File: src/design/mf3_pkg.sv
package mf3_pkg;

  typedef struct packed {
    logic [7:0] pixel_ch2;
    logic [7:0] pixel_ch1;
    logic [7:0] pixel_ch0;
  } pix_in_t;

  typedef struct packed {
    logic [7:0]  out_ch0;
    logic [7:0]  out_ch1;
    logic [7:0]  out_ch2;
    logic [11:0] out_row;
    logic [9:0]  out_col;
    logic        run_last;
    logic        frame_done;
  } pix_out_t;

  localparam logic [1:0] CFG_WIDTH  = 2'd0;
  localparam logic [1:0] CFG_HEIGHT = 2'd1;

  // Window column that a pass-through result is taken from
  localparam logic [1:0] SRC_CENTER = 2'd1;
  localparam logic [1:0] SRC_RIGHT  = 2'd2;

  // Per-slot descriptor handed from front to back
  typedef struct packed {
    logic        vld;
    logic        med;
    logic [1:0]  src;       // window column: 0 left, 1 center, 2 right
    logic        wrow;      // 0 middle window row, 1 bottom window row
    logic [11:0] row;
    logic [9:0]  col;
    logic        fd;
  } slot_t;

  // One front transaction: window snapshot and up to four result slots
  typedef struct packed {
    logic [8:0][23:0] win;
    slot_t [3:0]      slot;
  } job_t;

  localparam int unsigned JOB_W = $bits(job_t);

  function automatic logic [7:0] med9(input logic [8:0][7:0] v);
    logic [7:0] a [9];
    logic [7:0] t;
    for (int i = 0; i < 9; i++) a[i] = v[i];
    // Odd-even transposition over nine values: nine passes
    for (int p = 0; p < 9; p++) begin
      for (int i = (p % 2); i < 8; i += 2) begin
        if (a[i] > a[i+1]) begin
          t = a[i]; a[i] = a[i+1]; a[i+1] = t;
        end
      end
    end
    return a[4];
  endfunction

endpackage

File: src/design/mf3_queue.sv
module mf3_queue import mf3_pkg::*; (
  input  logic clk_i,
  input  logic rst_ni,
  input  logic push_i,
  input  job_t din_i,
  output logic full_o,
  input  logic pop_i,
  output logic empty_o,
  output job_t dout_o
);
  job_t mem_q [4];
  logic [2:0] wp_q, rp_q;

  assign empty_o = (wp_q == rp_q);
  // Full when all four entries hold a transaction
  assign full_o  = (wp_q[1:0] == rp_q[1:0]) && (wp_q[2] != rp_q[2]);
  assign dout_o  = mem_q[rp_q[1:0]];

  always_ff @(posedge clk_i) begin
    if (push_i) mem_q[wp_q[1:0]] <= din_i;
  end

  always_ff @(posedge clk_i or negedge rst_ni) begin
    if (!rst_ni) begin
      wp_q <= '0;
      rp_q <= '0;
    end else begin
      if (push_i) wp_q <= wp_q + 3'd1;
      if (pop_i)  rp_q <= rp_q + 3'd1;
    end
  end
endmodule

File: config.mk
export PLATFORM = sky130hd
export DESIGN_NAME = mf3_queue
export DESIGN_NICKNAME = d
export VERILOG_FILES = /design/src/design/mf3_pkg.sv /design/src/design/mf3_queue.sv
export SDC_FILE = /design/constraint.sdc
export NUM_CORES = 1
export LEC_CHECK = 0
export BUFFER_PORTS_ARGS = -buffer_cell sky130_fd_sc_hd__buf_2
export CAP_MARGIN = 20
export CORE_MARGIN = 5
export CORE_UTILIZATION = 61
export DETAILED_ROUTE_END_ITERATION = 10
export MAX_ROUTING_LAYER = met4
export PLACE_DENSITY = 0.88
export RECOVER_POWER = 50
export SLEW_MARGIN = 25
export SYNTH_ARGS = -nofsm -noshare
export SYNTH_HDL_FRONTEND = slang
export SYNTH_SLANG_ARGS = --single-unit
File: constraint.sdc
create_clock -name clk_i -period 14.15 [get_ports clk_i]
set_input_delay 0.7075 -clock clk_i [delete_from_list [all_inputs] [get_ports clk_i]]
set_output_delay 0.7075 -clock clk_i [all_outputs]
set_load 0.005 [all_outputs]
==> results.json <==
{
  "vias": 23200,
  "place.gp.congestion": 0.841,
  "grt_max_degree": 162,
  "hold_depth": 2,
  "cts_setup_buffers": 0,
  "grt-ovfl-total": 0,
  "status": "complete, but fails checks",
  "cp.arrival_ps": 7200,
  "grt_pass1_wl_um": 173000,
  "use_met1": 0.338,
  "seq_area_frac_synth": 0.824,
  "yosysWarnings": 0,
  "hold_viol_final": 0,
  "met2_usage": 0.489,
  "period_share": 0.490,
  "hpwl_um": 66900,
  "skew_ps": 45.0,
  "die_h_um": 291,
  "cts_tree": "built",
  "avgSynthCellArea_um2": 27.5,
  "clockBufferDepth": 3,
  "rsz0062_at_grt": "false",
  "stdcell_area_um2": 55700,
  "failed_checks": "max-capacitance violations, max-slew violations",
  "grt-busiest-layer": "met2",
  "syn_nets": 2081,
  "synth_top_cell_area_share": 0.821,
  "use_met3": 0.0653,
  "r2r_end": "mem_q[3][180]",
  "avgRoutedWirePerCell_um": 33.6,
  "fmax_mhz": 144,
  "io_pins": 662,
  "reg2regPathDepth": 4,
  "drt_wl_total_um": 123000,
  "r2r_start": "wp_q[0]",
  "holdPathEnd": "rp_q[0]",
  "min_path_type": "input port to register",
  "pre_cts_ws_ps": 9050,
  "vias_per_cell": 6.36,
  "cts_resized": 0,
  "drt-initial-drc-count": 2945,
  "final_max_slew_viol_count": 216,
  "syn-cell-area_um2": 48000,
  "path_clk_slew_ps": 60,
  "insertion_delay_ps": 710,
  "grt_pass1_vias": 24500,
  "clock_sinks": 1318,
  "rows": 102,
  "reg2reg_slack_ps": 7220,
  "netlist_instances": 1744,
  "h-tree-depth": 3,
  "start_kind": "register",
  "core_um2": 77700,
  "finalSetupViolations": 0,
  "p_per_area_nw_per_um2": 215,
  "power.leakage_nw": 18.1,
  "hp-start": "pop_i",
  "yosysTopAreaCell": "edfxtp_1",
  "synth_cell_type_count": 18,
  "critPathRequiredTime_ps": 14420,
  "critical_path_class": "register to register",
  "layout-drive-gt1-share": 0.331,
  "p_total_w": 0.0120,
  "power_frac_comb": 0.272,
  "setup_slack_ps": 7220,
  "final_nets": 2812,
  "port_buffers": 661,
  "ant_nets": 0,
  "dieWidth_um": 291,
  "dpl-instance-area_um2": 52000,
  "antenna_found_initial": 31,
  "grtUsageTotal": 0.290,
  "postCtsHoldBufs": 1,
  "maxSlewHeadroom": -2.38,
  "initial_core_util": 0.618,
  "root_buffer": "clkbuf_16",
  "seqPwrFrac": 0.454,
  "finalCriticalPeriod_ps": 6930,
  "ys_seq_elements": 1318,
  "p_sw_w": 0.00353,
  "area_delta_synth_final_pct": 16.0,
  "tightest_slew_ps": 5060,
  "drc": 0,
  "drtPass1Iterations": 7,
  "peakVddDrop_mv": 0.204,
  "dieArea_um2": 84400,
  "cap_violations": 4,
  "finalSetupTns_ps": 0,
  "pwr-share-clk": 0.274,
  "nFillCells": 4243,
  "synth_area_leaders": "edfxtp_1 82%, mux4_2 15%, buf_12 1.4%",
  "cts_buffers": 119,
  "cp_max_fo": 67,
  "switching_share": 0.295,
  "critPathCaptureType": "register",
  "intPower_w": 0.00845
}
[sequential cells by signal, indices dropped and copies added (netlist names)]
| signal | cells |
|---|---|
| wp_q | 3 |
| rp_q | 3 |
| mem_q | 1312 |
[worst max-delay path, stage by stage (launching register included)]
cell,delay [ps]
dfrtp_1,460
ha_1,200
and2_0,3600
buf_4,1210
buf_4,910
[cell type report]
cell class              count  area [µm²]  area share
flip-flops and latches   1318       39600       0.710
multi-input cells         350        7570       0.136
repair buffers            684        3220      0.0577
clock buffers             146        3080      0.0553
well taps                1040        1300      0.0234
clock inverters            77         885      0.0159
diodes                     35        87.6     0.00157
inverters                   2        7.51    0.000135
[layout by cell type, fill, tap and decap left out, drive strengths merged]
master and n:
diode 35, xor2 5, ha 5, and2 4, dlygate4sd3 1, xnor2 2
dfrtp 6, inv 5, mux4 328, o21ai 1, bufinv 16, nor3b 1
buf 354, mux2 1, clkinv 57, clkinvlp 1, clkbuf 475, edfxtp 1312
nand2 2, nor3 1
[kinds of logic (layout without fill, tap and decap cells)]
logic type,Yosys count,after routing,synth area share
flops,1318,1318,0.824
mux,329,329,0.154
buf+inv,76,909,0.0184
simple gates,8,8,0.000938
xor+xnor,7,7,0.00128
fa+ha+maj,5,5,0.00130
compound gates,1,1,0.000104
other cells,0,35,0
[layer usage]
| layer | share of wire | wire length [µm] | up-vias |
|---|---|---|---|
| met5 | 0 | 0 | - |
| met4 | 0.050 | 6160 | 0 |
| met3 | 0.099 | 12100 | 323 |
| met2 | 0.54 | 65800 | 1818 |
| met1 | 0.31 | 38600 | 12000 |
| li1 | - | - | 9129 |
[stage by stage]
stage	hold WS (ps)	util	instances
6_report	257	0.717	3652
5_1_grt	229	0.717	3647
4_1_cts	163	0.720	3614
3_5_place_dp	480	0.669	3390
3_3_place_gp	476	0.669	3390
2_1_floorplan	412	-	1744
[worst max-delay path by stage]
stage                        from  slack [ps]            end
after floorplan            push_i        5320    mem_q[0][0]
after global placement    rp_q[0]        9080    dout_o[211]
after detailed placement  rp_q[0]        9050    dout_o[215]
after CTS                 rp_q[0]        8290    dout_o[210]
after global routing      wp_q[0]        6900  mem_q[3][204]
final                     wp_q[0]        7220  mem_q[3][180]
[power groups by stage]
| stage | clock (W) | combinational [W] | sequential (W) |
|---|---|---|---|
| 2_1_floorplan | 0 | 0.00210 | 0.00554 |
| 3_5_place_dp | 0 | 0.00318 | 0.00544 |
| 6_report | 0.00328 | 0.00326 | 0.00544 |
| 5_1_grt | 0.00350 | 0.00343 | 0.00547 |
| 3_3_place_gp | 0 | 0.00311 | 0.00536 |
| 4_1_cts | 0.00331 | 0.00327 | 0.00542 |
[Yosys cell counts]
cell type and instances:
mux2_2 1, xnor2_1 2, inv_1 2, nor3_1 1, clkbuf_1 4, mux4_2 328, and2_1 4, buf_12 33
edfxtp_1 1312, ha_1 5, nor3b_1 1, dfrtp_1 6, xor2_1 5, buf_2 33, buf_6 1, o21ai_0 1
buf_4 3, nand2_1 2
(Power assumes the default switching activity.)
