$ cat src/design/mf3_pkg.sv
package mf3_pkg;

  typedef struct packed {
    logic [7:0] pixel_ch2;
    logic [7:0] pixel_ch1;
    logic [7:0] pixel_ch0;
  } pix_in_t;

  typedef struct packed {
    logic [7:0]  out_ch0;
    logic [7:0]  out_ch1;
    logic [7:0]  out_ch2;
    logic [11:0] out_row;
    logic [9:0]  out_col;
    logic        run_last;
    logic        frame_done;
  } pix_out_t;

  localparam logic [1:0] CFG_WIDTH  = 2'd0;
  localparam logic [1:0] CFG_HEIGHT = 2'd1;

  // Window column that a pass-through result is taken from
  localparam logic [1:0] SRC_CENTER = 2'd1;
  localparam logic [1:0] SRC_RIGHT  = 2'd2;

  // Per-slot descriptor handed from front to back
  typedef struct packed {
    logic        vld;
    logic        med;
    logic [1:0]  src;       // window column: 0 left, 1 center, 2 right
    logic        wrow;      // 0 middle window row, 1 bottom window row
    logic [11:0] row;
    logic [9:0]  col;
    logic        fd;
  } slot_t;

  // One front transaction: window snapshot and up to four result slots
  typedef struct packed {
    logic [8:0][23:0] win;
    slot_t [3:0]      slot;
  } job_t;

  localparam int unsigned JOB_W = $bits(job_t);

  function automatic logic [7:0] med9(input logic [8:0][7:0] v);
    logic [7:0] a [9];
    logic [7:0] t;
    for (int i = 0; i < 9; i++) a[i] = v[i];
    // Odd-even transposition over nine values: nine passes
    for (int p = 0; p < 9; p++) begin
      for (int i = (p % 2); i < 8; i += 2) begin
        if (a[i] > a[i+1]) begin
          t = a[i]; a[i] = a[i+1]; a[i+1] = t;
        end
      end
    end
    return a[4];
  endfunction

endpackage

$ cat src/design/mf3_back.sv
module mf3_back import mf3_pkg::*; (
  input  logic     clk_i,
  input  logic     rst_ni,
  input  logic     job_empty_i,
  input  job_t     job_i,
  output logic     job_pop_o,
  output logic     out_valid_o,
  input  logic     out_stall_i,
  output pix_out_t out_data_o
);
  logic [1:0] idx_q, idx_d;
  logic [23:0] med_q, med_d;
  logic med_ok_q;
  slot_t s;
  logic [23:0] px;
  logic last;
  logic load;
  pix_out_t obuf_q;
  logic ovld_q;
  logic [8:0][7:0] v0, v1, v2;

  // Median of the window, computed once per job and registered
  always_comb begin
    for (int i = 0; i < 9; i++) begin
      v0[i] = job_i.win[i][7:0];
      v1[i] = job_i.win[i][15:8];
      v2[i] = job_i.win[i][23:16];
    end
    med_d = {med9(v2), med9(v1), med9(v0)};
  end

  always_comb begin
    s    = job_i.slot[idx_q];
    case (s.src)
      SRC_CENTER: px = s.wrow ? job_i.win[7] : job_i.win[4];
      SRC_RIGHT:  px = s.wrow ? job_i.win[8] : job_i.win[5];
      default:    px = job_i.win[3];
    endcase
    if (s.med) px = med_q;
    last = (idx_q == 2'd3) || !job_i.slot[idx_q + 2'd1].vld;
  end

  // Emit one slot per cycle once the median is ready and the output is not stalled
  assign load      = !job_empty_i && med_ok_q && (!ovld_q || !out_stall_i);
  assign job_pop_o = load && last;
  assign idx_d     = job_pop_o ? 2'd0 : idx_q + 2'd1;

  always_ff @(posedge clk_i or negedge rst_ni) begin
    if (!rst_ni) begin
      idx_q    <= '0;
      med_ok_q <= 1'b0;
      ovld_q   <= 1'b0;
    end else begin
      if (load) idx_q <= idx_d;
      med_ok_q <= !job_empty_i && !job_pop_o;
      if (load) ovld_q <= 1'b1;
      else if (!out_stall_i) ovld_q <= 1'b0;
    end
  end

  always_ff @(posedge clk_i) begin
    med_q <= med_d;
    if (load) begin
      obuf_q.out_ch0    <= px[7:0];
      obuf_q.out_ch1    <= px[15:8];
      obuf_q.out_ch2    <= px[23:16];
      obuf_q.out_row    <= s.row;
      obuf_q.out_col    <= s.col;
      obuf_q.run_last   <= last;
      obuf_q.frame_done <= s.fd;
    end
  end

  assign out_valid_o = ovld_q;
  assign out_data_o  = obuf_q;
endmodule

$ cat config.mk
export PLATFORM = sky130hd
export DESIGN_NAME = mf3_back
export DESIGN_NICKNAME = d
export VERILOG_FILES = /design/src/design/mf3_pkg.sv /design/src/design/mf3_back.sv
export SDC_FILE = /design/constraint.sdc
export NUM_CORES = 2
export LEC_CHECK = 0
export BUFFER_PORTS_ARGS = -buffer_cell sky130_fd_sc_hd__buf_4
export CORE_MARGIN = 10
export CORE_UTILIZATION = 68
export DETAILED_ROUTE_END_ITERATION = 10
export PLACE_DENSITY = 0.94
export SETUP_SLACK_MARGIN = 0.15
export SLEW_MARGIN = 20
export SYNTH_ARGS = -nofsm -noshare
export SYNTH_HDL_FRONTEND = slang
export SYNTH_SLANG_ARGS = --single-unit
export TNS_END_PERCENT = 10
$ cat constraint.sdc
create_clock -name clk_i -period 4.4 [get_ports clk_i]
set_clock_uncertainty 0.05 [all_clocks]
set_input_delay 0.22 -clock clk_i [delete_from_list [all_inputs] [get_ports clk_i]]
set_output_delay 0.22 -clock clk_i [all_outputs]
set_load 0.005 [all_outputs]
==> qor_table.md, run 1 <==
| Result | Value |
| --- | --- |
| Share of synthesized registers carrying an async set or reset | 5.26% |
| Avg Synthesized Cell Area | 7.23 um^2 |
| Count of flip-flops with a built-in enable after synthesis | 48 |
| Die Span Y | 256 um |
| Number of storage elements in the synthesis netlist | 76 |
| Number of placement rows | 86 |
| Syn. warnings | 0 |
| Sequential-to-total area share from yosys stat | 5.34% |
| Last stage reached | detailed placement (3_5_place_dp) |
| Mapped Area | 37900 um^2 |
| Halt Reason | [ERROR DPL-0038] Utilization greater than 100%, impossible to legalize |
| Count of port buffers added during placement | 381 |
| Io pins | 382 |
| Leading post-synthesis cells by cell area | sky130_fd_sc_hd__ha_1 (20%), sky130_fd_sc_hd__mux2i_1 (14%), sky130_fd_sc_hd__a21oi_1 (6.6%) |
| GPL Wtd Cong | 1.11 |
| Result of the run | aborted with a tool error |
| Initial core utilization | 68.7% |
| Synth cell types | 117 |
| Most used flip-flop cell after synthesis | sky130_fd_sc_hd__edfxtp_1 |
| Die Span X | 256 um |
| Gate count after technology mapping | 5238 |
| Dominant cell type by area after synthesis | sky130_fd_sc_hd__ha_1 |
| Fraction of synthesized cell area taken by the top area cell type | 20.1% |
| Total nets after synthesis | 6179 |
[logic make-up after synthesis]
| group | share of synthesized area (%) |
|---|---|
| AOI/OAI and AO/OA | 26.5 |
| and+or+nand+nor | 17.4 |
| buffers and inverters | 7.67 |
| muxes | 21.1 |
| adders and majority gates | 20.7 |
| DFF | 5.34 |
| xor gates and xnor gates | 1.30 |
[Yosys cell counts (all sizes together), types with 44 or more instances]
| cell | count |
|---|---|
| nor2 | 449 |
| a21o | 123 |
| xnor2 | 47 |
| nand3 | 107 |
| a211oi | 49 |
| edfxtp | 48 |
| nor2b | 71 |
| a21oi | 510 |
| nand4 | 62 |
| nand2b | 65 |
| ha | 609 |
| nand2 | 445 |
| clkbuf | 114 |
| mux2i | 523 |
| inv | 609 |
| mux2 | 183 |
| o21ai | 423 |
| and2 | 44 |
[stage by stage]
step	setup slack (ps)	std cells	cell area, um^2	setup TNS [ps]
2_1_floorplan	-11390	5238	38900	-271570
3_3_place_gp	-11180	8377	58200	-263970
==> inputs of run 2 (changes only) <==
- CORE_UTILIZATION: 68 -> 40
- PLACE_DENSITY: 0.94 -> default
- PLACE_DENSITY_LB_ADDON: default -> 0.15
- SETUP_SLACK_MARGIN: 0.15 -> default
==> run 2 against run 1 <==
Compared with the run above:
- the flow now finishes, with violations (setup timing)
- synthesized area unchanged
- synthesized cell count is the same
==> qor_table.md, run 2 <==
| Result | Value | Change |
| --- | --- | --- |
| Dominant cell type by area after synthesis | sky130_fd_sc_hd__ha_1 |  |
| Layout area overhead | 75.2% |  |
| Syn. warnings | 0 | unchanged |
| Share of synthesized registers carrying an async set or reset | 5.26% | unchanged |
| Mapped Area | 37900 um^2 | unchanged |
| Total number of nets in the final design | 9061 |  |
| Start of the worst register-to-register path | idx_q[1]$_DFFE_PN0P_ |  |
| Number of antenna violations at the first check in global routing | 4 |  |
| Setup TNS | -260880 ps |  |
| Worst Path Class, Setup | in -> reg |  |
| DRC violations left | 0 |  |
| Avg Synthesized Cell Area | 7.23 um^2 | unchanged |
| Number of max-slew violations in the final report | 0 |  |
| Beginning of the worst hold path | out_stall_i |  |
| HP Class | in -> reg |  |
| Count of nets left with antenna violations after detail routing | 0 |  |
| Synth cell types | 117 | unchanged |
| Count of port buffers added during placement | 381 | unchanged |
| First-pass GRT wire length | 265 mm |  |
| Result of the run | complete, but fails checks |  |
| Worst min-delay path endpoint | out_valid_o$_DFFE_PN0P_ |  |
| Final worst path period share | 353% |  |
| Htree depth | 3 |  |
| Worst Path Arrival | 15740 ps |  |
| Number of storage elements in the synthesis netlist | 76 | unchanged |
| Area of the die | 107000 um^2 |  |
| Number of cells on the worst hold path | 3 |  |
| Clock tree buffer depth | 2 |  |
| Die Span X | 328 um | +28% |
| Final count of negative-setup-slack endpoints | 24 |  |
| Post-DR vias/cell | 5.41 |  |
| Post-route cell area | 66300 um^2 |  |
| Die Span Y | 328 um | +28% |
| Most used flip-flop cell after synthesis | sky130_fd_sc_hd__edfxtp_1 |  |
| Gate count after technology mapping | 5238 | unchanged |
| Vias | 50772 |  |
| TritonCTS Buffers | 9 |  |
| Largest net degree at the start of global routing | 73 |  |
| Fraction of synthesized cell area taken by the top area cell type | 20.1% | unchanged |
| Max reg flops | 48 |  |
| Io pins | 382 | unchanged |
| Total nets after synthesis | 6179 | unchanged |
| Critical path startpoint category | input pin |  |
| Number of iterations in the first detailed-routing pass | 6 |  |
| Most used cell, CP | sky130_fd_sc_hd__buf_4 |  |
| Count of flip-flops with a built-in enable after synthesis | 48 | unchanged |
| Cell at the root of the clock tree | sky130_fd_sc_hd__clkbuf_16 |  |
| Minimum clock period after layout | 15510 ps |  |
| Final worst-path setup slack | -11110 ps |  |
| Share of final-layout standard cells stronger than drive strength 1 | 48.6% |  |
| Max-cap violation count | 0 |  |
| HPWL reported at the end of detailed placement | 142 mm |  |
| Sink count of the clock tree | 76 |  |
| Sequential-to-total area share from yosys stat | 5.34% | unchanged |
| Top achievable clock speed | 0.0645 GHz |  |
| FF-to-FF path depth | 5 |  |
| Reg-to-reg critical path endpoint | out_data_o[27]$_DFFE_PP_ |  |
| Skew-Pair Late Insertion Delay | 390 ps |  |
| Number of placement rows | 112 | +30% |
| Required time worst endpoint | 4630 ps |  |
| Capturing element type of the critical path | register |  |
| Critical path fanouts, max | 8 |  |
| Aggregate routed wire length | 173 mm |  |
| Total core area | 93600 um^2 |  |
| Leading cell type in the layout, fill and taps excluded | sky130_fd_sc_hd__buf_4 |  |
| Leading post-synthesis cells by cell area | sky130_fd_sc_hd__ha_1 (20%), sky130_fd_sc_hd__mux2i_1 (14%), sky130_fd_sc_hd__a21oi_1 (6.6%) |  |
| GPL Wtd Cong | 0.950 | -15% |
| Synth top cells by count | sky130_fd_sc_hd__ha_1 (609), sky130_fd_sc_hd__inv_1 (609), sky130_fd_sc_hd__mux2i_1 (518), sky130_fd_sc_hd__a21oi_1 (500), sky130_fd_sc_hd__nor2_1 (448) |  |
| Worst Tran Pin Value | 1200 ps |  |
| Final Hold Viols | 0 |  |
| Flop2flop setup slack | 750 ps |  |
| CTS tree | done |  |
| Relative slew slack | 20.1% |  |
| Top library cells by usage in the layout, fill and taps aside | sky130_fd_sc_hd__buf_4 (2934), sky130_fd_sc_hd__inv_1 (571), sky130_fd_sc_hd__ha_1 (539), sky130_fd_sc_hd__nand2_1 (420), sky130_fd_sc_hd__a21oi_1 (409) |  |
| Library cell contributing the largest single delay on the critical path | sky130_fd_sc_hd__mux4_2 |  |
| Initial DRC Count | 2958 |  |
| Post-place setup slack | -11850 ps |  |
| Cell Area, Placed | 60500 um^2 |  |
| RSZ-0062 raised after global routing | true |  |
| Register clock-pin slew on the reported worst setup and hold paths | 70 ps |  |
| Via count of the first global-routing pass | 50688 |  |
| Per-cell routed wire length | 18.4 um |  |
| Aggregate global routing overflow | 0 |  |
| Worst path max stage delay | 490 ps |  |
| Initial core utilization | 40.4% | -28 points |
| Violated checks | setup timing |  |
| Total track usage | 30.1% |  |
## run 2: cell counts after synthesis
No cell type changed its count.
## run 2: worst max-delay path by stage
stage	start	endpoint	slack, ps	depth (start not counted)
floorplan	job_i[237]	med_q[0]$_DFF_P_	-11390	91
global placement	job_i[245]	med_q[15]$_DFF_P_	-11600	80
detailed placement	job_i[203]	med_q[20]$_DFF_P_	-11850	85
CTS	job_i[241]	med_q[15]$_DFF_P_	-10540	90
global route	job_i[233]	med_q[0]$_DFF_P_	-11730	88
finish	job_i[233]	med_q[0]$_DFF_P_	-11110	95
## run 2: cell families (layout without fill, tap and decap cells)
kind of cell / after synthesis / in the layout / share of synthesized area, %
and+or+nand+nor: 1416 / 1421 / 17.4
muxes: 735 / 735 / 21.1
buffers and inverters: 765 / 3642 / 7.67
AOI/OAI and AO/OA: 1560 / 1565 / 26.5
adders and majority gates: 630 / 630 / 20.7
xor gates and xnor gates: 56 / 56 / 1.30
DFF: 76 / 76 / 5.34
other: 0 / 2 / 0
## run 2: area by class of cell
| type | count | area (um^2) |
|---|---|---|
| clock buffer | 11 | 243 |
| timing repair buffer | 3017 | 23200 |
| tap | 1254 | 1570 |
| clock inverter | 5 | 60.1 |
| multi-input combinational | 4407 | 36900 |
| fill | 7361 | 27300 |
| sequential | 76 | 2020 |
| inverter | 609 | 2310 |
| antenna | 2 | 5.00 |
## run 2: worst max-delay path, delay by kind of cell
family          cells  cell delay, ps
compound gates     30            5170
fa+ha+maj           8            1920
buf+inv            27            3080
mux                10            2870
simple gates       20            2460
## run 2: stage by stage
step / hold slack, ps / util, % / cells
after floorplan: -126 / - / 5238
after global placement: -23.4 / 64.6 / 9099
after detailed placement: -24.1 / 64.6 / 9099
after CTS: 15.1 / 69.5 / 9334
after global routing: 23.4 / 70.9 / 9380
final: 38.0 / 70.9 / 9381
## run 2: what timing repair did
item | CTS | global route
pin swaps | 197 | 103
hold buffers | 2 | 0
gates resized for setup | 619 | 195
gates cloned | 15 | 2
setup endpoints to repair | 24 | 24
endpoints found under the hold margin | 5 | 0
setup buffers | 204 | 44
## run 2: per-layer routing
metal	global-route usage (%)	routed length [um]
met1	37.2	74700
met2	52.6	81800
met3	4.01	9130
met4	11.0	7210
met5	0	21
Power of run 2 is left out: the tool's default activity adds up to more than one toggle a clock period on the data nets, which glitch-free logic cannot reach.
